$ cat config.mk
export PLATFORM = sky130hd
export DESIGN_NAME = adsr_mul
export DESIGN_NICKNAME = d
export VERILOG_FILES = /design/src/hdl/adsr_pkg.sv /design/src/hdl/adsr_mul.sv
export SDC_FILE = /design/constraint.sdc
export NUM_CORES = 1
export LEC_CHECK = 0
export BUFFER_PORTS_ARGS = -buffer_cell sky130_fd_sc_hd__buf_2
export CORE_MARGIN = 10
export CORE_UTILIZATION = 55
export DETAILED_ROUTE_END_ITERATION = 12
export GPL_ROUTABILITY_DRIVEN = 0
export PLACE_DENSITY_LB_ADDON = 0.3
export SLEW_MARGIN = 10
export SYNTH_ARGS = -nofsm -noshare
export SYNTH_HDL_FRONTEND = slang
export SYNTH_SLANG_ARGS = --single-unit
export TNS_END_PERCENT = 50
$ cat constraint.sdc
create_clock -name clk -period 8.1 [get_ports clk]
set_input_delay 1.62 -clock clk [delete_from_list [all_inputs] [get_ports clk]]
set_output_delay 1.62 -clock clk [all_outputs]
set_load 0.005 [all_outputs]
$ cat src/hdl/adsr_pkg.sv
package adsr_pkg;

	localparam int TIME_W  = 16;
	localparam int AMP_FB  = 15;
	localparam int AMP_W   = AMP_FB + 1;
	localparam int OUT_W   = 16;
	localparam int CFG_W   = 16;
	localparam int ACT_W   = 2;
	localparam int STAGE_W = 3;
	localparam int IDX_W   = 2;

	localparam int PROG_FB = 32;
	localparam int NEED_W  = TIME_W + 1;

	localparam int MX_W = PROG_FB + 1;
	localparam int MY_W = (TIME_W > OUT_W) ? ((TIME_W > AMP_W) ? TIME_W : AMP_W)
		: ((OUT_W > AMP_W) ? OUT_W : AMP_W);
	localparam int MP_W = MX_W + MY_W;
	localparam int MC_W = $clog2(MY_W);

	localparam int DQ_W = PROG_FB;
	localparam int DC_W = $clog2(DQ_W);

	localparam logic [AMP_W-1:0] AMP_ONE  = AMP_W'(1) << AMP_FB;
	localparam logic [MX_W-1:0]  PROG_ONE = MX_W'(1) << PROG_FB;

	localparam logic [CFG_W-1:0] ATTACK_RST  = CFG_W'(160);
	localparam logic [CFG_W-1:0] DECAY_RST   = CFG_W'(1600);
	localparam logic [CFG_W-1:0] SUSTAIN_RST = CFG_W'(16384);
	localparam logic [CFG_W-1:0] RELEASE_RST = CFG_W'(1600);

	typedef enum logic [IDX_W-1:0] {
		REG_ATTACK  = 2'd0,
		REG_DECAY   = 2'd1,
		REG_SUSTAIN = 2'd2,
		REG_RELEASE = 2'd3
	} cfg_reg_t;

	typedef enum logic [ACT_W-1:0] {
		ACT_TICK = 2'd0,
		ACT_ON   = 2'd1,
		ACT_OFF  = 2'd2
	} action_t;

	typedef enum logic [STAGE_W-1:0] {
		ST_ATTACK  = 3'd0,
		ST_DECAY   = 3'd1,
		ST_SUSTAIN = 3'd2,
		ST_RELEASE = 3'd3,
		ST_STOP    = 3'd4
	} stage_t;

	typedef enum logic [7:0] {
		S_IDLE  = 8'b0000_0001,
		S_RUN   = 8'b0000_0010,
		S_NEED  = 8'b0000_0100,
		S_CHECK = 8'b0000_1000,
		S_DIV   = 8'b0001_0000,
		S_VAL   = 8'b0010_0000,
		S_AMP   = 8'b0100_0000,
		S_FIN   = 8'b1000_0000
	} fsm_t;

endpackage

$ cat src/hdl/adsr_mul.sv
module adsr_mul import adsr_pkg::*; (
	input  logic            clk,
	input  logic            arst_n,
	input  logic            start,
	input  logic [MX_W-1:0] x,
	input  logic [MY_W-1:0] y,
	output logic            done,
	output logic [MP_W-1:0] prod
);

	logic [MP_W-1:0] acc_q;
	logic [MX_W-1:0] x_q;
	logic [MY_W-1:0] y_q;
	logic [MC_W-1:0] cnt_q;
	logic            busy_q;
	logic            done_q;
	logic [MX_W:0]   sum;

	assign sum  = {1'b0, acc_q[MP_W-1:MY_W]} + (y_q[0] ? {1'b0, x_q} : '0);
	assign done = done_q;
	assign prod = acc_q;

	always_ff @(posedge clk or negedge arst_n) begin
		if (!arst_n) begin
			busy_q <= 1'b0;
			done_q <= 1'b0;
			cnt_q  <= '0;
		end else begin
			done_q <= busy_q && (cnt_q == '0);
			if (start) begin
				busy_q <= 1'b1;
				cnt_q  <= MC_W'(MY_W - 1);
			end else if (busy_q) begin
				cnt_q <= cnt_q - MC_W'(1);
				if (cnt_q == '0) begin
					busy_q <= 1'b0;
				end
			end
		end
	end

	always_ff @(posedge clk) begin
		if (start) begin
			acc_q <= '0;
			x_q   <= x;
			y_q   <= y;
		end else if (busy_q) begin
			acc_q <= {sum, acc_q[MY_W-1:1]};
			y_q   <= y_q >> 1;
		end
	end

endmodule

== Yosys cells after proc, flatten, opt, wreduce, memory -nomap -nowiden ==
Index checks and enable logic that the tools add are counted.
Storage, ports and cells
  word-level logic and storage cells: 19
  output and inout bits: 50
  flip-flop bits (word level): 104
Cells by class
  reductions and logical operators: 3
  multiplexer cells: 8
  add/subtract/negate cells: 2
Operators with widths (count)
  33-bit by 33-bit adder with 34-bit output: 1
  33-bit 2-to-1 mux: 1
  16-bit 2-to-1 mux: 2
  4-bit 2-to-1 mux: 2
  4-bit logical NOT: 1
  4-bit by 1-bit subtractor with 4-bit output (second input constant): 1
  1-bit 2-to-1 mux: 3
  2-bit nonzero test: 1
  1-bit logical AND: 1

== Longest topological paths before layout ==
  depth in word-level cells: 4
  depth in mapped cells: 12
  depth with buffers taken out: 12

== Worst setup path before layout ==
OpenSTA, ideal clock, no wires.
  path kind: input -> register
  start point: in start
  end point: reg y_q[0], enable pin
  data arrival time: 2609 ps
  buffers on the path: 2
  required time: 7779 ps
  path slack: 5170 ps
  stages: 4
  library setup time: 321 ps
  cells stage by stage: buf_6 -> nor2_1 -> clkbuf_1 -> inv_1
Between the ends
  word-level cells in the longest chain between the ends: 1
Ends and longest elaborated chain
  start: declaration: line adsr_mul.sv:4  | input logic start,
  2-bit nonzero test (no line)
  end signal: assignment: line adsr_mul.sv:46  | y_q <= y;
  end signal: assignment: line adsr_mul.sv:49  | y_q <= y_q >> 1;
  end: declaration: line adsr_mul.sv:13  | logic [MY_W-1:0] y_q;
Every way passes these cells.
A chain may end at the register's enable or synchronous reset.

== Worst setup path after layout ==
  start point: reg y_q[0]
  end point: reg acc_q[45] (netlist: prod[45])
Between the ends
  word-level cells in the longest chain between the ends: 2
Ends and longest elaborated chain
  33-bit 2-to-1 mux: line adsr_mul.sv:19  | assign sum = {1'b0, acc_q[MP_W-1:MY_W]} + (y_q[0] ? {1'b0, x_q} : '0);
  33-bit by 33-bit adder with 34-bit output: line adsr_mul.sv:19
  end signal: assignment: line adsr_mul.sv:48  | acc_q <= {sum, acc_q[MY_W-1:1]};
  end: declaration: line adsr_mul.sv:11  | logic [MP_W-1:0] acc_q;
Every way passes these cells.

==> metrics.md <==
| Metric | Value |
|---|---|
| CTS Root Cell | clkbuf_8 |
| CP Capture Type | flop |
| CTS tree | done |
| Cells after synthesis | approximately 560 |
| Drt drc | 0 |
| Status | complete, no violations |
| Initial antenna violation count | 0 |
| Area delta synth->final | 12.3% |
| Post-synthesis sequential area ratio | 0.451 |
| Synth unique cells | between 60 and 70 |
| Worst slew margin | 0.442 |
| Leak | roughly 3.0 nW |
| Ports | about 100 |
| Cells after DPL | 770 |
| Antenna diodes | 0 |
| Largest cells by area after synthesis | edfxtp_1 26%, dfxtp_1 17%, ha_1 7.4% |
| Resize count post-CTS | 0 |
| Skew-Pair Late Insertion Delay | between 0.3 and 0.4 ns |
| Pre-antenna DRT Iters | 7 |
| Startpoint types | flop |
| Fin crit share | 0.443 |
| Die W | approximately 120 um |
| CTS clk-pin slew, worst paths | 0.11 ns |
| Number of synthesized register bits | approximately 100 |
| Mapped cell area | roughly 5800 um2 |
| Wire per inst | 16.8 um |
| Fmax | 0.279 GHz |
| DP Wirelength | around 9.9 mm |
| CTS max path bufs | 2 |
| Fin cells | 786 |
| Vias in the first global route | 4,475 |
| Post-synth top area share | 0.255 |
| Post-Syn Area per Cell | 10.4 um2 |
| DR vias/cell | about 5.6 |
| Post-CTS Setup Inserts | 0 |
| GRT overflow | 0 |
| Largest net degree at the start of global routing | 76 |
| Die area | approximately 15,000 um2 |
| Die span in y | around 120 um |
| Worst EP arrival | 3.88 ns |
| Nets | 732 |
| Power per cell area | ~230 nW/um2 |
| Final core occ | 0.630 |
| Synth area leader | edfxtp_1 |
| Worst-path maximum fanout | 33 |
| Worst Path Required | 8.40 ns |
| Post-synthesis net count | between 600 and 700 |
| Yosys warns | 0 |
| CTS Hold Buffers Added | 0 |
| Via total after detailed routing | about 4,400 |
| Worst Skew | about 0.021 ns |
| HP Class | reg -> reg |
| Most frequent cell after synthesis | nor2_1 |
| Final Hold Fails | 0 |
| Endpoints failing setup | 0 |
| Antenna viol nets, final | 0 |
| Initial drt markers | between 300 and 400 |
| Slew Viols, Final | 0 |
| Depth of the CTS H-tree | 3 |
| IO Port Bufs | around 100 |
| Layout cells sized above 1 | 0.229 |
| # rows | 37 |
| CTS buffer count | 9 |
| Max Cap Violations | 0 |
| Total Wirelength | 13.2 mm |
| Synth Flop Type | edfxtp_1 |
| RSZ-0062 raised after global routing | no |
| VDD IR max | between 0.15 and 0.2 mV |
| Crit path time final | between 3 and 4 ns |
| Initial Util | 0.561 |
| First-pass GRT wire length | about 22 mm |
| Core region area | between 10,000 and 15,000 um2 |
| TNS Setup | 0 ns |
| Number of synthesized flops with an enable pin | a little under 50 |
| FFs w/ async S/R, synth | 0.0577 |
| Worst Tran Pin Value | 0.836 ns |
| Fillers | about 900 |
| CP Class | reg -> reg |
| # clock sinks | between 100 and 150 |
| Synth cell count leaders | 50 x nor2_1, 49 x dfxtp_1, 49 x edfxtp_1, 36 x nand2_1 |
| Total track usage | 0.181 |
==> final timing paths <==
path	start	end	slack [ns]	cells past startpoint
min in group asynchronous	arst_n	cnt_q[0]	1.03	1
max reg2reg	y_q[0]	prod[45]	4.51	12
min	prod[38]	prod[38]	0.48	2
max	y_q[0]	prod[45]	4.51	12
min reg2reg	prod[38]	prod[38]	0.48	2
max in group asynchronous	arst_n	cnt_q[3]	6.92	1
==> per-layer routing <==
metal  GRT usage  part of all wire
met5           0                 0
met4      0.0530             0.012
met3      0.0601             0.073
met2       0.306              0.49
met1       0.214              0.43
==> sequential cells by signal (all words and copies together) (netlist names) <==
register and cells:
busy_q 1, x_q 33, y_q 16, prod 49, done 1, cnt_q 4
==> cell type report <==
type	instances	area, um2	area share
well taps	136	170	0.0263
repair buffers	103	523	0.0808
inverters	23	86.3	0.0133
clock inverters	7	52.6	0.00811
multi-input cells	404	2920	0.450
clock buffers	9	124	0.0191
flip-flops and latches	104	2600	0.402
==> cell usage in the layout, fill, tap and decap left out, types with 17 or more instances in the layout <==
master and instances:
buf_2 100, nor2_1 49, dfxtp_1 49, edfxtp_1 49, nand2_1 36, and2_1 35, a21oi_1 35, ha_1 34
mux2i_1 28, o21ai_0 24, inv_1 23, xnor2_1 17
==> worst max-delay path: stages, from the launching register on <==
cell and delay, ns:
edfxtp_1 0.91, and2_1 0.23, ha_1 0.16, inv_1 0.05, fa_1 0.39, nand2b_1 0.19
a211oi_1 0.27, or3_1 0.18, a311oi_1 0.13, o31ai_2 0.39, a31o_2 0.26, mux2i_1 0.08
a211o_1 0.26
==> report_power, final <==
group	internal [mW]	switching, mW
sequential	0.626	0.0530
combinational	0.229	0.296
clock	0.115	0.190
==> cells by family (layout without fill, tap and decap cells) <==
family,Yosys count,in the layout,share of synthesized area
xor gates and xnor gates,26,26,0.0395
and+or+nand+nor,170,170,0.150
buffers and inverters,49,142,0.0432
AOI/OAI and AO/OA,130,130,0.161
adders and majority gates,35,35,0.0773
muxes,43,43,0.0779
DFF,104,104,0.451
==> through the flow <==
stage | setup WS [ns] | area [um2] | power [mW] | hold slack [ns]
after floorplan | 5.17 | 5770 | 1.06 | 0.461
after CTS | 4.48 | 6470 | 1.52 | 0.486
final | 4.51 | 6480 | 1.51 | 0.482
after global routing | 4.15 | 6480 | 1.60 | 0.519
after global placement | 4.25 | 6300 | 1.20 | 0.468
after detailed placement | 4.18 | 6300 | 1.21 | 0.472
Note: power is estimated with default switching activity, not from simulation.
