## config.mk

```make
export PLATFORM = sky130hd
export DESIGN_NAME = adsr_div
export DESIGN_NICKNAME = d
export VERILOG_FILES = /design/src/hdl/adsr_pkg.sv /design/src/hdl/adsr_div.sv
export SDC_FILE = /design/constraint.sdc
export NUM_CORES = 1
export LEC_CHECK = 0
export BUFFER_PORTS_ARGS = -buffer_cell sky130_fd_sc_hd__buf_2
export CAP_MARGIN = 10
export CORE_ASPECT_RATIO = 1.5
export CORE_UTILIZATION = 50
export DETAILED_ROUTE_END_ITERATION = 7
export PLACE_DENSITY = 0.76
export SETUP_SLACK_MARGIN = 0.15
export SKIP_LAST_GASP = 1
export SLEW_MARGIN = 40
export SYNTH_ARGS = -nofsm -noshare
export SYNTH_HDL_FRONTEND = slang
export SYNTH_SLANG_ARGS = --single-unit
```

## constraint.sdc

```tcl
create_clock -name clk -period 2.5 [get_ports clk]
set_clock_uncertainty 0.15 [all_clocks]
set_input_delay 0.25 -clock clk [delete_from_list [all_inputs] [get_ports clk]]
set_output_delay 0.25 -clock clk [all_outputs]
set_load 0.05 [all_outputs]
```

## src/hdl/adsr_pkg.sv

```systemverilog
package adsr_pkg;

	localparam int TIME_W  = 16;
	localparam int AMP_FB  = 15;
	localparam int AMP_W   = AMP_FB + 1;
	localparam int OUT_W   = 16;
	localparam int CFG_W   = 16;
	localparam int ACT_W   = 2;
	localparam int STAGE_W = 3;
	localparam int IDX_W   = 2;

	localparam int PROG_FB = 32;
	localparam int NEED_W  = TIME_W + 1;

	localparam int MX_W = PROG_FB + 1;
	localparam int MY_W = (TIME_W > OUT_W) ? ((TIME_W > AMP_W) ? TIME_W : AMP_W)
		: ((OUT_W > AMP_W) ? OUT_W : AMP_W);
	localparam int MP_W = MX_W + MY_W;
	localparam int MC_W = $clog2(MY_W);

	localparam int DQ_W = PROG_FB;
	localparam int DC_W = $clog2(DQ_W);

	localparam logic [AMP_W-1:0] AMP_ONE  = AMP_W'(1) << AMP_FB;
	localparam logic [MX_W-1:0]  PROG_ONE = MX_W'(1) << PROG_FB;

	localparam logic [CFG_W-1:0] ATTACK_RST  = CFG_W'(160);
	localparam logic [CFG_W-1:0] DECAY_RST   = CFG_W'(1600);
	localparam logic [CFG_W-1:0] SUSTAIN_RST = CFG_W'(16384);
	localparam logic [CFG_W-1:0] RELEASE_RST = CFG_W'(1600);

	typedef enum logic [IDX_W-1:0] {
		REG_ATTACK  = 2'd0,
		REG_DECAY   = 2'd1,
		REG_SUSTAIN = 2'd2,
		REG_RELEASE = 2'd3
	} cfg_reg_t;

	typedef enum logic [ACT_W-1:0] {
		ACT_TICK = 2'd0,
		ACT_ON   = 2'd1,
		ACT_OFF  = 2'd2
	} action_t;

	typedef enum logic [STAGE_W-1:0] {
		ST_ATTACK  = 3'd0,
		ST_DECAY   = 3'd1,
		ST_SUSTAIN = 3'd2,
		ST_RELEASE = 3'd3,
		ST_STOP    = 3'd4
	} stage_t;

	typedef enum logic [7:0] {
		S_IDLE  = 8'b0000_0001,
		S_RUN   = 8'b0000_0010,
		S_NEED  = 8'b0000_0100,
		S_CHECK = 8'b0000_1000,
		S_DIV   = 8'b0001_0000,
		S_VAL   = 8'b0010_0000,
		S_AMP   = 8'b0100_0000,
		S_FIN   = 8'b1000_0000
	} fsm_t;

endpackage

```

## src/hdl/adsr_div.sv

```systemverilog
module adsr_div import adsr_pkg::*; (
	input  logic              clk,
	input  logic              arst_n,
	input  logic              start,
	input  logic [TIME_W-1:0] num,
	input  logic [TIME_W-1:0] den,
	output logic              done,
	output logic [DQ_W-1:0]   quo
);

	logic [TIME_W-1:0] rem_q;
	logic [TIME_W-1:0] den_q;
	logic [DQ_W-1:0]   quo_q;
	logic [DC_W-1:0]   cnt_q;
	logic              busy_q;
	logic              done_q;
	logic [TIME_W:0]   rem2;
	logic [TIME_W:0]   diff;
	logic              ge;

	assign rem2 = {rem_q, 1'b0};
	assign diff = rem2 - {1'b0, den_q};
	assign ge   = rem2 >= {1'b0, den_q};
	assign done = done_q;
	assign quo  = quo_q;

	always_ff @(posedge clk or negedge arst_n) begin
		if (!arst_n) begin
			busy_q <= 1'b0;
			done_q <= 1'b0;
			cnt_q  <= '0;
		end else begin
			done_q <= busy_q && (cnt_q == '0);
			if (start) begin
				busy_q <= 1'b1;
				cnt_q  <= DC_W'(DQ_W - 1);
			end else if (busy_q) begin
				cnt_q <= cnt_q - DC_W'(1);
				if (cnt_q == '0) begin
					busy_q <= 1'b0;
				end
			end
		end
	end

	always_ff @(posedge clk) begin
		if (start) begin
			rem_q <= num;
			den_q <= den;
			quo_q <= '0;
		end else if (busy_q) begin
			rem_q <= ge ? diff[TIME_W-1:0] : rem2[TIME_W-1:0];
			quo_q <= {quo_q[DQ_W-2:0], ge};
		end
	end

endmodule

```

After elaboration in Yosys (flattened, before gate mapping)
Index checks and enable logic that the tools add are counted.
Cells by class
  $add $sub $neg: 2
  reductions and logical operators: 3
  multiplexer cells: 8
  order comparisons: 1
Operators with widths (number)
  16-bit two-way mux: 3
  17-bit by 16-bit greater-or-equal comparator with 1-bit output: 1
  16-bit subtractor: 1
  5-bit two-way mux: 2
  5-bit logical NOT: 1
  5-bit by 1-bit subtractor with 5-bit output (second input constant): 1
  1-bit two-way mux: 3
  2-bit nonzero test: 1
  1-bit logical AND: 1
Word-level totals
  output and inout bits: 33
  flip-flop bits (word level): 71
  word-level logic and storage cells: 20
  input port bits: 35

Depth between registers and ports, before layout
Gate-level depths: netlist of run 1.
  word-level depth: 4
  mapped depth: 11

Worst setup path before layout of run 1
Ideal clock, no wire load.
  path kind: reg2reg
  start: register rem_q[11]
  end: register rem_q[13], data pin
  setup time: 261 ps
  slack: -26 ps
  period minus slack after synthesis: 2526 ps
  stages on the path, launching flop included: 10
  data arrival time: 2115 ps
  path through: edfxtp_1 ha_1 buf_4 a21o_1 a21oi_1 o41ai_1 and2_4 buf_12 nor3b_1 a221o_1
Between the ends
  cells in the longest elaborated chain, start to end: 4
RTL lines
  start: declaration: RTL line adsr_div.sv:11  | logic [TIME_W-1:0] rem_q;
  start signal: assignment: RTL line adsr_div.sv:48  | rem_q <= num;
  start signal: assignment: RTL line adsr_div.sv:52  | rem_q <= ge ? diff[TIME_W-1:0] : rem2[TIME_W-1:0];
  16-bit subtractor / 17-bit by 16-bit greater-or-equal comparator with 1-bit output (equally long branches): RTL line adsr_div.sv:22, adsr_div.sv:23
  16-bit two-way mux (*): RTL line adsr_div.sv:52
  16-bit two-way mux (*): RTL line adsr_div.sv:51  | end else if (busy_q) begin
  16-bit two-way mux (*): RTL line adsr_div.sv:47  | if (start) begin
Mark *: on every way between the ends. The rest lies on a longest branch, timed or not. The select of a mux whose other input is x is not followed.
A chain may end at the register's enable or synchronous reset.

Worst setup path in the final report of run 1
  start: register rem_q[9]
  end: register rem_q[8], data pin
Between the ends
  cells in the longest elaborated chain, start to end: 4
RTL lines
  17-bit by 16-bit greater-or-equal comparator with 1-bit output: RTL line adsr_div.sv:23  | assign ge = rem2 >= {1'b0, den_q};
  16-bit two-way mux: RTL line adsr_div.sv:52
  16-bit two-way mux: RTL line adsr_div.sv:51
  16-bit two-way mux: RTL line adsr_div.sv:47
Every way passes these cells. The select of a mux whose other input is x is not followed.

==> metrics.md, run 1 <==
| Metric | Value |
|---|---|
| Worst Hold Class | input port to flop |
| Clk Tree Root Cell | clkbuf_8 |
| Post-Layout Inst Area | 4890 sq um |
| Worst path max stage delay | 0.46 ns |
| CP arrival | 2.54 ns |
| Die width | 71.6 um |
| # clock sinks | 71 |
| Placeable core area | 6940 sq um |
| IO Port Bufs | 67 |
| Compound-gate portion of the synthesized area | 11.1% |
| Cell Chain, Critical Path | ha_4, nand2_1, or3_1, a31o_1, nand3_2, and2_4, buf_12, mux2i_1, o21ai_1 |
| Yosys warning count | 0 |
| LEAKAGE | 0.00249 uW |
| Layout Nets | 523 |
| Top Ports | 68 |
| Drc violations | 0 |
| Worst Setup Path Type | flop to flop |
| Pin count of the biggest net entering global routing | 47 |
| Clk_lat worst skew | 0.34 ns |
| Number of global-route vias before repair | 2954 |
| EDFF count, synth | 32 |
| Netlist cell types | 54 |
| CTS clock-pin slew for the worst setup and hold paths | 0.08 ns |
| Syn_nets | 397 |
| Vias post-DR | 2981 |
| Cts bufs inserted | 9 |
| Synth-to-layout area growth | 34.8% |
| Largest family of logic cells by synthesized area | simple AND/OR/NAND/NOR gates |
| H-tree depth | 3 |
| Post-synthesis xor/xnor area fraction | 3.62% |
| Slowest CP cell | edfxtp_1 |
| RSZ-0062 raised after global routing | yes |
| Async SR Flop Fraction | 9.86% |
| Max frequency | 0.385 GHz |
| R2R Setup Slk | -0.1 ns |
| Worst Path Required | 2.44 ns |
| Die ar. | 7610 sq um |
| Initial antenna violation count | 0 |
| Gr usage total | 22.4% |
| Ys flop type | edfxtp_1 |
| Most common cell after layout, fill and taps aside | buf_2 |
| Syn Std Cell Area | 3630 sq um |
| PwrDens | 1060 nW/um^2 |
| Drt total wl | 8200 um |
| DP Area | 4340 sq um |
| Fin. max-slew vios | 0 |
| Synth Area in Simple Gates | 13.3% |
| VDD IR max | 506 uV |
| Routed Antenna Nets | 0 |
| Post-route clock period utilization | 104% |
| Number of DRC markers in iteration 0 | 122 |
| Endpoints failing setup | 14 |
| Final Hold Viols | 0 |
| CTS tree | built |
| Fraction of layout cells with a size suffix above 1 | 33.8% |
| First-pass detailed-route iteration total | 4 |
| Wire length per cell | 14.8 um |
| Adder-cell share of the synthesized area | 6.75% |
| # diodes | 0 |
| Register area share after synthesis | 48.9% |
| Final min period | 2.60 ns |
| Placer congestion estimate | 0.881 |
| Die Height | 106 um |
| Worst-margin pin slew | 0.788 ns |
| CP max FO | 6 |
| Most frequent cells in the layout | 67 x buf_2, 42 x nor2_1, 41 x mux2i_1 |
| Initial core utilization | 52.3% |
| Buffer and inverter count on the worst path | 1 |
| Total grt overflow | 0 |
| CP endpoint kind | flop |
| CTS max path bufs | 2 |
| CP Launch Type | flop |
| Kind of cell adding the most delay to the critical path | simple AND/OR/NAND/NOR gates |
| Max cap viols | 0 |
| Outcome | finished, violations left |
| First-pass GRT wire length | 13100 um |
| Synth Instances | 343 |
| Avg Vias per Cell | 5.40 |
| Setup WS post-layout | -0.0980 ns |
| Cell row count | 37 |
| Failing checks | negative setup slack |
| Max-Slew Margin vs Limit | 47.3% |
| Mux contribution to synthesized area | 11.3% |
| Syn_area_per_cell | 10.6 sq um |
| Setup TNS | -0.759 ns |
| Post-DP HPWL | 5670 um |
| Seq cells post-synth | 71 |
worst paths after layout:
| kind | from | to | cells past startpoint |
|---|---|---|---|
| hold / removal | num[5] | rem_q[5] | 3 |
| setup reg to reg | rem_q[9] | rem_q[8] | 9 |
| max in group asynchronous | arst_n | busy_q | 2 |
| min in group asynchronous | arst_n | done | 2 |
| setup / recovery | rem_q[9] | rem_q[8] | 9 |
| hold reg to reg | quo[31] | quo[31] | 2 |
worst reg2reg max path: cells and delay by family (launching register included):
family | cells | cell delay (ns)
and+or+nand+nor | 4 | 0.80
DFF | 1 | 0.46
adders and majority gates | 1 | 0.30
AOI/OAI and AO/OA | 2 | 0.30
muxes | 1 | 0.20
buffers and inverters | 1 | 0.13
Yosys cell counts (all sizes together) (2+ instances only):
cell type | n | area share (%)
nand3 | 5 | 0.83
a21oi | 10 | 1.4
inv | 25 | 2.6
nor2 | 42 | 4.3
xor2 | 5 | 1.2
dfrtp | 7 | 4.8
nor3b | 3 | 0.76
o21a | 2 | 0.41
o41ai | 2 | 0.69
clkbuf | 7 | 0.72
nor3 | 4 | 0.55
dfxtp | 32 | 18
o21bai | 2 | 0.41
ha | 18 | 6.2
xnor2 | 10 | 2.4
nor4 | 3 | 0.69
a21o | 10 | 2.1
a211oi | 2 | 0.55
mux2i | 41 | 11
nand2b | 3 | 0.52
a221o | 2 | 0.55
nand2 | 29 | 3.0
nand4 | 2 | 0.34
edfxtp | 32 | 26
and3 | 2 | 0.34
buf | 8 | 1.7
and2 | 3 | 0.65
o21ai | 16 | 2.2
power by group:
part           total, uW  internal [uW]  switching, uW
sequential          1570           1430            133
clock                943            514            429
combinational       2700           1450           1250
through the flow:
step | util (%) | hold WS (ns) | power (uW) | setup slack [ns] | std cells
2_1_floorplan | - | -0.196 | 3120 | 0.0848 | 343
3_3_place_gp | 62.5 | -0.0616 | 3830 | -0.0756 | 507
3_5_place_dp | 62.5 | -0.0591 | 3880 | -0.123 | 507
4_1_cts | 69.7 | 0.0154 | 5120 | -0.116 | 549
5_1_grt | 70.5 | 0.0366 | 5520 | -0.206 | 552
6_report | 70.5 | 0.0419 | 5210 | -0.0980 | 552
per-layer routing:
| layer | vias to the layer above | track usage [%] | wire, um |
|---|---|---|---|
| met4 | 0 | 13.0 | 213 |
| met2 | 86 | 39.6 | 4310 |
| met3 | 20 | 5.21 | 357 |
| met1 | 1427 | 23.9 | 3320 |
| li1 | 1448 | - | - |
| met5 | - | 0 | 0 |
logic make-up after synthesis:
logic type | count (synthesis)
compound gates | 56
xor+xnor | 15
fa+ha+maj | 19
buf+inv | 40
flops | 71
mux | 41
simple gates | 101
cell type report:
type                       instances  area (sq um)
clock buffer                      11           151
clock inverter                     5          55.1
fill                             493          2050
inverter                          25          93.8
multi-input combinational        233          1820
sequential                        71          1780
tap                               78          97.6
timing repair buffer             129           896
state kept, by name, summed over array words and instances, names as in the netlist:
name    flops
busy_q      1
done        1
cnt_q       5
rem_q      16
den_q      16
quo        32
repair_timing:
item,in CTS,in global routing
hold buffers,17,0
hold endpoints to repair,23,0
buffers inserted,8,3
pin swaps,16,15
cloned,1,0
endpoints found under the setup margin,17,17
gates resized for setup,16,8
No activity file was read; power rests on OpenSTA's default activity.
==> run 2: changes to the inputs <==
Settings changed: ABC_AREA set to 1, CORE_UTILIZATION 50 to 51, PLACE_DENSITY 0.76 to 0.77.
==> run 2 against run 1 <==
Effect of this change:
- the flow now finishes without violations
- worst setup slack better by 0.36 ns
- via count grew 18%
- highest routed layer unchanged
- largest power group unchanged
- critical endpoint is now rem_q[2]
- count of clock-buffer cells in the layout decreased by 2
- register-to-register slack better by 0.36 ns
- sequential cell count unchanged
- die area up 4.1%
- sequential share of layout area decreased by 0.73 points
- clock power up 2%
==> metrics.md, run 2 <==
| Metric | Value |
|---|---|
| Slowest CP cell | edfxtp_1 (unchanged) |
| Ranking of synthesized cells by area | edfxtp_1 25%, dfxtp_1 17%, nand2_1 13% (was edfxtp_1 26%, dfxtp_1 18%, mux2i_1 11%) |
| Synth Instances | 494 (was 343) |
| Placeable core area | 7270 sq um (was 6940 sq um) |
| CP arrival | 2.21 ns (was 2.54 ns) |
| Outcome | finished, final reports clean (was finished, violations left) |
| Number of DRC markers in iteration 0 | 199 (was 122) |
| First-pass detailed-route iteration total | 5 (was 4) |
| Cell Chain, Critical Path | ha_4, nand2_1, nor2_2, nand3_1, nand3_4, nand2_8, nand2_4, nand2_1, nand3_1, nand2_1 (was ha_4, nand2_1, or3_1, a31o_1, nand3_2, and2_4, buf_12, mux2i_1, o21ai_1) |
| CP max FO | 9 (was 6) |
| Async SR Flop Fraction | 9.86% (unchanged) |
| Synth-to-layout area growth | 29.4% (was 34.8%) |
| CP Launch Type | flop (unchanged) |
| CTS clock-pin slew for the worst setup and hold paths | 0.09 ns (was 0.08 ns) |
| Worst Path Required | 2.46 ns (was 2.44 ns) |
| RSZ-0062 raised after global routing | no (was yes) |
| Wire length per cell | 14.0 um (was 14.8 um) |
| Die ar. | 7920 sq um (was 7610 sq um) |
| Top cell type's share of synthesized area | 24.9% (was 26.5%) |
| CP endpoint kind | flop (unchanged) |
| Syn_nets | 548 (was 397) |
| Max-Slew Margin vs Limit | 59.8% (was 47.3%) |
| Ys flop type | edfxtp_1 (unchanged) |
| Most common cell after layout, fill and taps aside | nand2_1 (was buf_2) |
| # diodes | 0 (unchanged) |
| Crit path top cell by count | nand2_1 |
| Syn_area_per_cell | 7.81 sq um (was 10.6 sq um) |
| Routed Antenna Nets | 0 (unchanged) |
| Layout Nets | 644 (was 523) |
| CTS max path bufs | 2 (unchanged) |
| Worst Setup Path Type | flop to flop (unchanged) |
| Final Hold Viols | 0 (unchanged) |
| Max cap viols | 0 (unchanged) |
| Yosys warning count | 0 (unchanged) |
| Endpoints failing setup | 0 (was 14) |
| Final core occ | 68.6% (was 70.5%) |
| Netlist cell types | 33 (was 54) |
| Die width | 73.0 um (was 71.6 um) |
| Cell row count | 38 (was 37) |
| Post-Layout Inst Area | 4990 sq um (was 4890 sq um) |
| EDFF count, synth | 32 (unchanged) |
| Post-synth top area cell | edfxtp_1 (unchanged) |
| Cts bufs inserted | 9 (unchanged) |
| Total grt overflow | 0 (unchanged) |
| H-tree depth | 3 (unchanged) |
| Reg2reg end | rem_q[2] (was rem_q[8]) |
| Drt total wl | 9740 um (was 8200 um) |
| Max frequency | 0.446 GHz (was 0.385 GHz) |
| Initial antenna violation count | 0 (unchanged) |
| Pin count of the biggest net entering global routing | 39 (was 47) |
| Register area share after synthesis | 46.1% (was 48.9%) |
| Syn Std Cell Area | 3860 sq um (was 3630 sq um) |
| Top Ports | 68 (unchanged) |
| Buffer and inverter count on the worst path | 0 (was 1) |
| Post-DP HPWL | 6590 um (was 5670 um) |
| Kind of cell adding the most delay to the critical path | simple AND/OR/NAND/NOR gates (unchanged) |
| Gr usage total | 24.6% (was 22.4%) |
| DP Cell Count | 655 (was 507) |
| Commonest cells in the netlist | 138 x nand2_1, 102 x inv_1, 40 x nand3_1 (was 42 x nor2_1, 41 x mux2i_1, 32 x dfxtp_1, 32 x edfxtp_1, 29 x nand2_1) |
| Vias post-DR | 3504 (was 2981) |
| Clk Tree Root Cell | clkbuf_8 (unchanged) |
| IO Port Bufs | 67 (unchanged) |
| FF-to-FF path depth | 10 (was 9) |
| Placer congestion estimate | 0.919 (was 0.881) |
| Number of global-route vias before repair | 3385 (was 2954) |
| Final min period | 2.24 ns (was 2.60 ns) |
| Fraction of layout cells with a size suffix above 1 | 22.5% (was 33.8%) |
| R2R Setup Slk | 0.26 ns (was -0.1 ns) |
| Seq cells post-synth | 71 (unchanged) |
| VDD IR max | 563 uV (was 506 uV) |
| Initial core utilization | 53.0% (was 52.3%) |
| Worst path max stage delay | 0.44 ns (was 0.46 ns) |
| Worst-margin pin slew | 0.599 ns (was 0.788 ns) |
| CTS tree | built (unchanged) |
| # clock sinks | 71 (unchanged) |
| Setup TNS | 0 ns (was -0.759 ns) |
| Reg-to-reg startpoint | rem_q[5] (was rem_q[9]) |
| Post-route clock period utilization | 89.7% (was 104%) |
| Worst Hold Class | input port to flop (unchanged) |
| Finished Layout Cells | 695 (was 552) |
| Hold wc startpoint | num[4] (was num[5]) |
| First-pass GRT wire length | 14800 um (was 13100 um) |
| Most frequent cells in the layout | 137 x nand2_1, 101 x inv_1, 67 x buf_2 (was 67 x buf_2, 42 x nor2_1, 41 x mux2i_1) |
| Drc violations | 0 (unchanged) |
| WHS Endpoint | rem_q[4] (was rem_q[5]) |
| Clk_lat worst skew | 0.36 ns (was 0.34 ns) |
| Max reg flops | 32 (unchanged) |
| Hold depth | 3 (unchanged) |
| Avg Vias per Cell | 5.04 (was 5.40) |
| LEAKAGE | 0.00241 uW (was 0.00249 uW) |
| Die Height | 109 um (was 106 um) |
| Count leader, synth | nand2_1 (was nor2_1) |
| Fin. max-slew vios | 0 (unchanged) |
| DP Area | 4310 sq um (was 4340 sq um) |
| PwrDens | 968 nW/um^2 (was 1060 nW/um^2) |
==> run 2: worst max-delay path by stage <==
stage                          from  depth (start not counted)  endpoint  slack [ns]
after floorplan           rem_q[13]                         12  rem_q[2]        0.45
after global placement     rem_q[0]                         12  rem_q[8]        0.09
after detailed placement   rem_q[0]                         12  rem_q[8]        0.09
after CTS                  den_q[1]                         13  rem_q[8]        0.15
after global routing       rem_q[2]                         10  rem_q[4]        0.12
final                      rem_q[5]                         10  rem_q[2]        0.26
==> run 2: timing repair <==
item | in CTS | in global routing
hold buffers | 17 | 0
hold endpoints to repair | 23 | 0
endpoints found under the setup margin | 15 | 16
setup buffers | 0 | 4
gates cloned | 0 | 3
pin swaps | 0 | 5
gates resized for setup | 1 | 31
==> run 2: report_power, final <==
part | total (uW) | internal [uW] | switching [uW]
Combinational | 2350 | 975 | 1370
Sequential | 1530 | 1410 | 120
Clock | 958 | 472 | 487
==> run 2: cell families (layout without fill, tap and decap cells) <==
logic type               Yosys count  count (layout)  synth area share (%)
adder cells (fa/ha/maj)           19              19                  6.36
AO/OA/AOI/OAI                     47              47                  7.20
AND/OR/NAND/NOR                  234             237                  27.2
flip-flops                        71              71                  46.1
buffers and inverters            117             215                  11.8
XOR/XNOR                           6               6                  1.36
==> run 2: area by class of cell <==
| type | instances | area [sq um] |
|---|---|---|
| clock inverter | 7 | 78.8 |
| sequential | 71 | 1780 |
| fill | 615 | 2280 |
| clock buffer | 9 | 124 |
| timing repair buffer | 94 | 618 |
| multi-input combinational | 309 | 1870 |
| inverter | 105 | 394 |
| tap | 100 | 125 |
==> run 2: layer usage <==
metal,vias up,track usage [%],share of wire (%)
li1,1771,-,-
met1,1596,26.3,39
met2,106,43.8,52
met3,31,5.31,5.2
met4,0,13.6,3.7
met5,-,0,0
==> run 2: worst min-delay path, cell delays in order <==
cell     delay, ns
buf_2         0.08
nand2_1       0.04
nand2_1       0.05
==> run 2: metrics by stage <==
step	hold WS [ns]	total power (uW)	setup slack, ns
3_3_place_gp	-0.0613	3370	0.0940
4_1_cts	0.00110	4390	0.151
5_1_grt	0.0177	5170	0.121
6_report	0.0103	4830	0.257
2_1_floorplan	-0.196	2990	0.454
3_5_place_dp	-0.0556	3400	0.0882
==> run 3: changes to the inputs <==
Settings changed: ABC_AREA 1 to not set, CORE_UTILIZATION 51 to 55, PLACE_DENSITY 0.77 to 0.79.
Clock period 2.5 ns to 2.4 ns, I/O delays scaled along.
==> run 3 against run 2 <==
Effect of this change:
- global-route usage is 2.2 points higher
- register-to-register slack worse by 0.52 ns
- wire length fell by 10%
- count of clock-buffer cells in the layout rose by 1
- the flow now finishes with violations (negative setup slack)
- hold slack better by 0.015 ns
- critical endpoint is now rem_q[14]
- non-clock buffer count up 46
- total power up 12%
- combinational power up 26%
- worst setup slack got worse by 0.52 ns
- sequential power up 7%
==> metrics.md, run 3 (synthesis gave the netlist of run 1 again) <==
| Metric | Value |
|---|---|
| Outcome | finished, violations left (was finished, final reports clean) |
| Failing checks | negative setup slack |
| Top Ports | 68 (unchanged) |
| Max-Slew Margin vs Limit | 44.7% (was 59.8%) |
| Final Hold Viols | 0 (unchanged) |
| Initial antenna violation count | 0 (unchanged) |
| Sw frac | 36.9% (was 40.9%) |
| Psw | 2000 uW (was 1980 uW) |
| Number of DRC markers in iteration 0 | 149 (was 199) |
| R2R Setup Slk | -0.27 ns (was 0.26 ns) |
| Area taken by multi-input logic gates | 1880 sq um (was 1870 sq um) |
| H-tree depth | 3 (unchanged) |
| First-pass detailed-route iteration total | 4 (was 5) |
| First-pass GRT wire length | 13700 um (was 14800 um) |
| Cell row count | 35 (was 38) |
| CTS max path bufs | 2 (unchanged) |
| CP endpoint kind | flop (unchanged) |
| Layout Nets | 533 (was 644) |
| Pin count of the biggest net entering global routing | 51 (was 39) |
| Max cap viols | 0 (unchanged) |
| Post-route clock period utilization | 111% (was 89.7%) |
| Initial core utilization | 58.0% (was 53.0%) |
| Setup TNS | -3.07 ns (was 0 ns) |
| Fin. max-slew vios | 0 (unchanged) |
| Final min period | 2.67 ns (was 2.24 ns) |
| CTS tree | built (unchanged) |
| Sequential Power Share | 30.1% (was 31.6%) |
| Worst Hold Class | input port to flop (unchanged) |
| # clock sinks | 71 (unchanged) |
| LEAKAGE | 0.00251 uW (was 0.00241 uW) |
| Die Height | 102 um (was 109 um) |
| Total grt overflow | 0 (unchanged) |
| Placer congestion estimate | 0.867 (was 0.919) |
| CP max FO | 3 (was 9) |
| Cts bufs inserted | 9 (unchanged) |
| Clk Tree Root Cell | clkbuf_8 (unchanged) |
| Die width | 68.3 um (was 73.0 um) |
| CP Launch Type | flop (unchanged) |
| Synth-to-layout area growth | 36.4% (was 29.4%) |
| CP arrival | 2.62 ns (was 2.21 ns) |
| IO Port Bufs | 67 (unchanged) |
| Clock share of power | 15.3% (was 19.8%) |
| Max reg flops | 32 (unchanged) |
| Pint | 3430 uW (was 2860 uW) |
| CTS clock-pin slew for the worst setup and hold paths | 0.08 ns (was 0.09 ns) |
| Fraction of layout cells with a size suffix above 1 | 37.4% (was 22.5%) |
| RSZ-0062 raised after global routing | yes (was no) |
| Max frequency | 0.375 GHz (was 0.446 GHz) |
| PwrDens | 1100 nW/um^2 (was 968 nW/um^2) |
| Worst Path Required | 2.35 ns (was 2.46 ns) |
| Routed Antenna Nets | 0 (unchanged) |
| Number of global-route vias before repair | 3063 (was 3385) |
| Placeable core area | 6260 sq um (was 7270 sq um) |
| Worst path max stage delay | 0.44 ns (about the same) |
| Drt total wl | 8730 um (was 9740 um) |
| Die ar. | 6940 sq um (was 7920 sq um) |
| Most common cell after layout, fill and taps aside | buf_2 (was nand2_1) |
| Gr usage total | 26.8% (was 24.6%) |
| Wire length per cell | 15.7 um (was 14.0 um) |
| Setup WS post-layout | -0.266 ns (was 0.257 ns) |
| Filler cells | 433 (was 615) |
| Clk_lat worst skew | 0.35 ns (was 0.36 ns) |
| Register Area | 1780 sq um (about the same) |
| Post-Layout Inst Area | 4950 sq um (was 4990 sq um) |
| Vias post-DR | 3096 (was 3504) |
| Post-DP HPWL | 5400 um (was 6590 um) |
| Logic pwr share | 54.6% (was 48.5%) |
| Slowest CP cell | edfxtp_1 (unchanged) |
| Avg Vias per Cell | 5.55 (was 5.04) |
| VDD IR max | 713 uV (was 563 uV) |
| Cell Chain, Critical Path | ha_4, buf_4, a21o_1, a221oi_4, a21oi_2, o21a_1, o41ai_2, mux2i_1, nor3_1 (was ha_4, nand2_1, nor2_2, nand3_1, nand3_4, nand2_8, nand2_4, nand2_1, nand3_1, nand2_1) |
| Endpoints failing setup | 17 (was 0) |
| Most frequent cells in the layout | 67 x buf_2, 53 x buf_4, 42 x nor2_1 (was 137 x nand2_1, 101 x inv_1, 67 x buf_2) |
| Worst-margin pin slew | 0.827 ns (was 0.599 ns) |
| # diodes | 0 (unchanged) |
| Drc violations | 0 (unchanged) |
| Worst Setup Path Type | flop to flop (unchanged) |
| DP Area | 4330 sq um (was 4310 sq um) |
==> run 3: cell count changes in the layout (fill, tap and decap cells not counted), sizes merged, moves of 6 or more <==
cell	change
o22ai	-30
mux2i	+41
inv	-82
nand2	-119
xnor2	+6
nand3	-36
nor2	+17
a21o	+10
buf	+46
o21ai	+10
nand3b	-11
==> run 3: worst max-delay path, delay by kind of cell (launching register included) <==
family                     cells  cell delay (ns)
buffers and inverters          1             0.14
DFF                            1             0.44
and+or+nand+nor                1             0.08
adders and majority gates      1             0.27
AOI/OAI and AO/OA              5             1.10
muxes                          1             0.23
==> run 3: what timing repair did <==
item | 4_1_cts | 5_1_grt
setup buffers | 12 | 8
endpoints found under the setup margin | 17 | 17
endpoints found under the hold margin | 23 | 0
pin swaps | 7 | 14
resized for setup | 16 | 13
hold buffers | 17 | 0
==> run 3: metal layers <==
| layer | vias up | wire length (um) | GRT usage, % | part of all wire, % |
|---|---|---|---|---|
| met5 | - | 0 | 0 | 0 |
| met4 | 0 | 257 | 13.3 | 2.9 |
| met3 | 27 | 427 | 6.87 | 4.9 |
| met2 | 125 | 4630 | 45.2 | 53 |
| met1 | 1467 | 3420 | 30.6 | 39 |
| li1 | 1477 | - | - | - |
==> run 3: worst paths after layout <==
check                         start        end  cells past startpoint
min                          num[0]   rem_q[0]                      3
max in group asynchronous    arst_n     busy_q                      2
min reg2reg                 quo[31]    quo[31]                      2
min in group asynchronous    arst_n   cnt_q[4]                      2
max                        rem_q[6]  rem_q[14]                      9
max reg2reg                rem_q[6]  rem_q[14]                      9
==> run 3: area by class of cell <==
type	instances	share of cell area (%)
Sequential cell	71	35.9
Clock inverter	6	0.758
Tap cell	74	1.87
Inverter	25	1.89
Timing Repair Buffer	140	19.1
Clock buffer	10	2.58
Multi-Input combinational cell	232	37.9
==> run 3: power by group through the flow <==
stage,clock [uW],sequential (uW),combinational (uW)
after floorplan,0,1670,1600
after global placement,0,1630,2200
after detailed placement,0,1650,2250
after CTS,843,1620,2620
after global routing,900,1650,3160
final,832,1630,2960
==> run 3: through the flow <==
| stage | setup WS, ns | hold slack [ns] | total power (uW) | cells | utilization (%) |
|---|---|---|---|---|---|
| final | -0.266 | 0.0248 | 5430 | 558 | 79.1 |
| after CTS | -0.168 | 0.00643 | 5090 | 550 | 77.3 |
| after floorplan | -0.0139 | -0.206 | 3270 | 343 | - |
| after global routing | -0.332 | 0.0353 | 5710 | 558 | 79.1 |
| after detailed placement | -0.282 | -0.0709 | 3900 | 505 | 69.1 |
| after global placement | -0.175 | -0.0723 | 3830 | 505 | 69.1 |
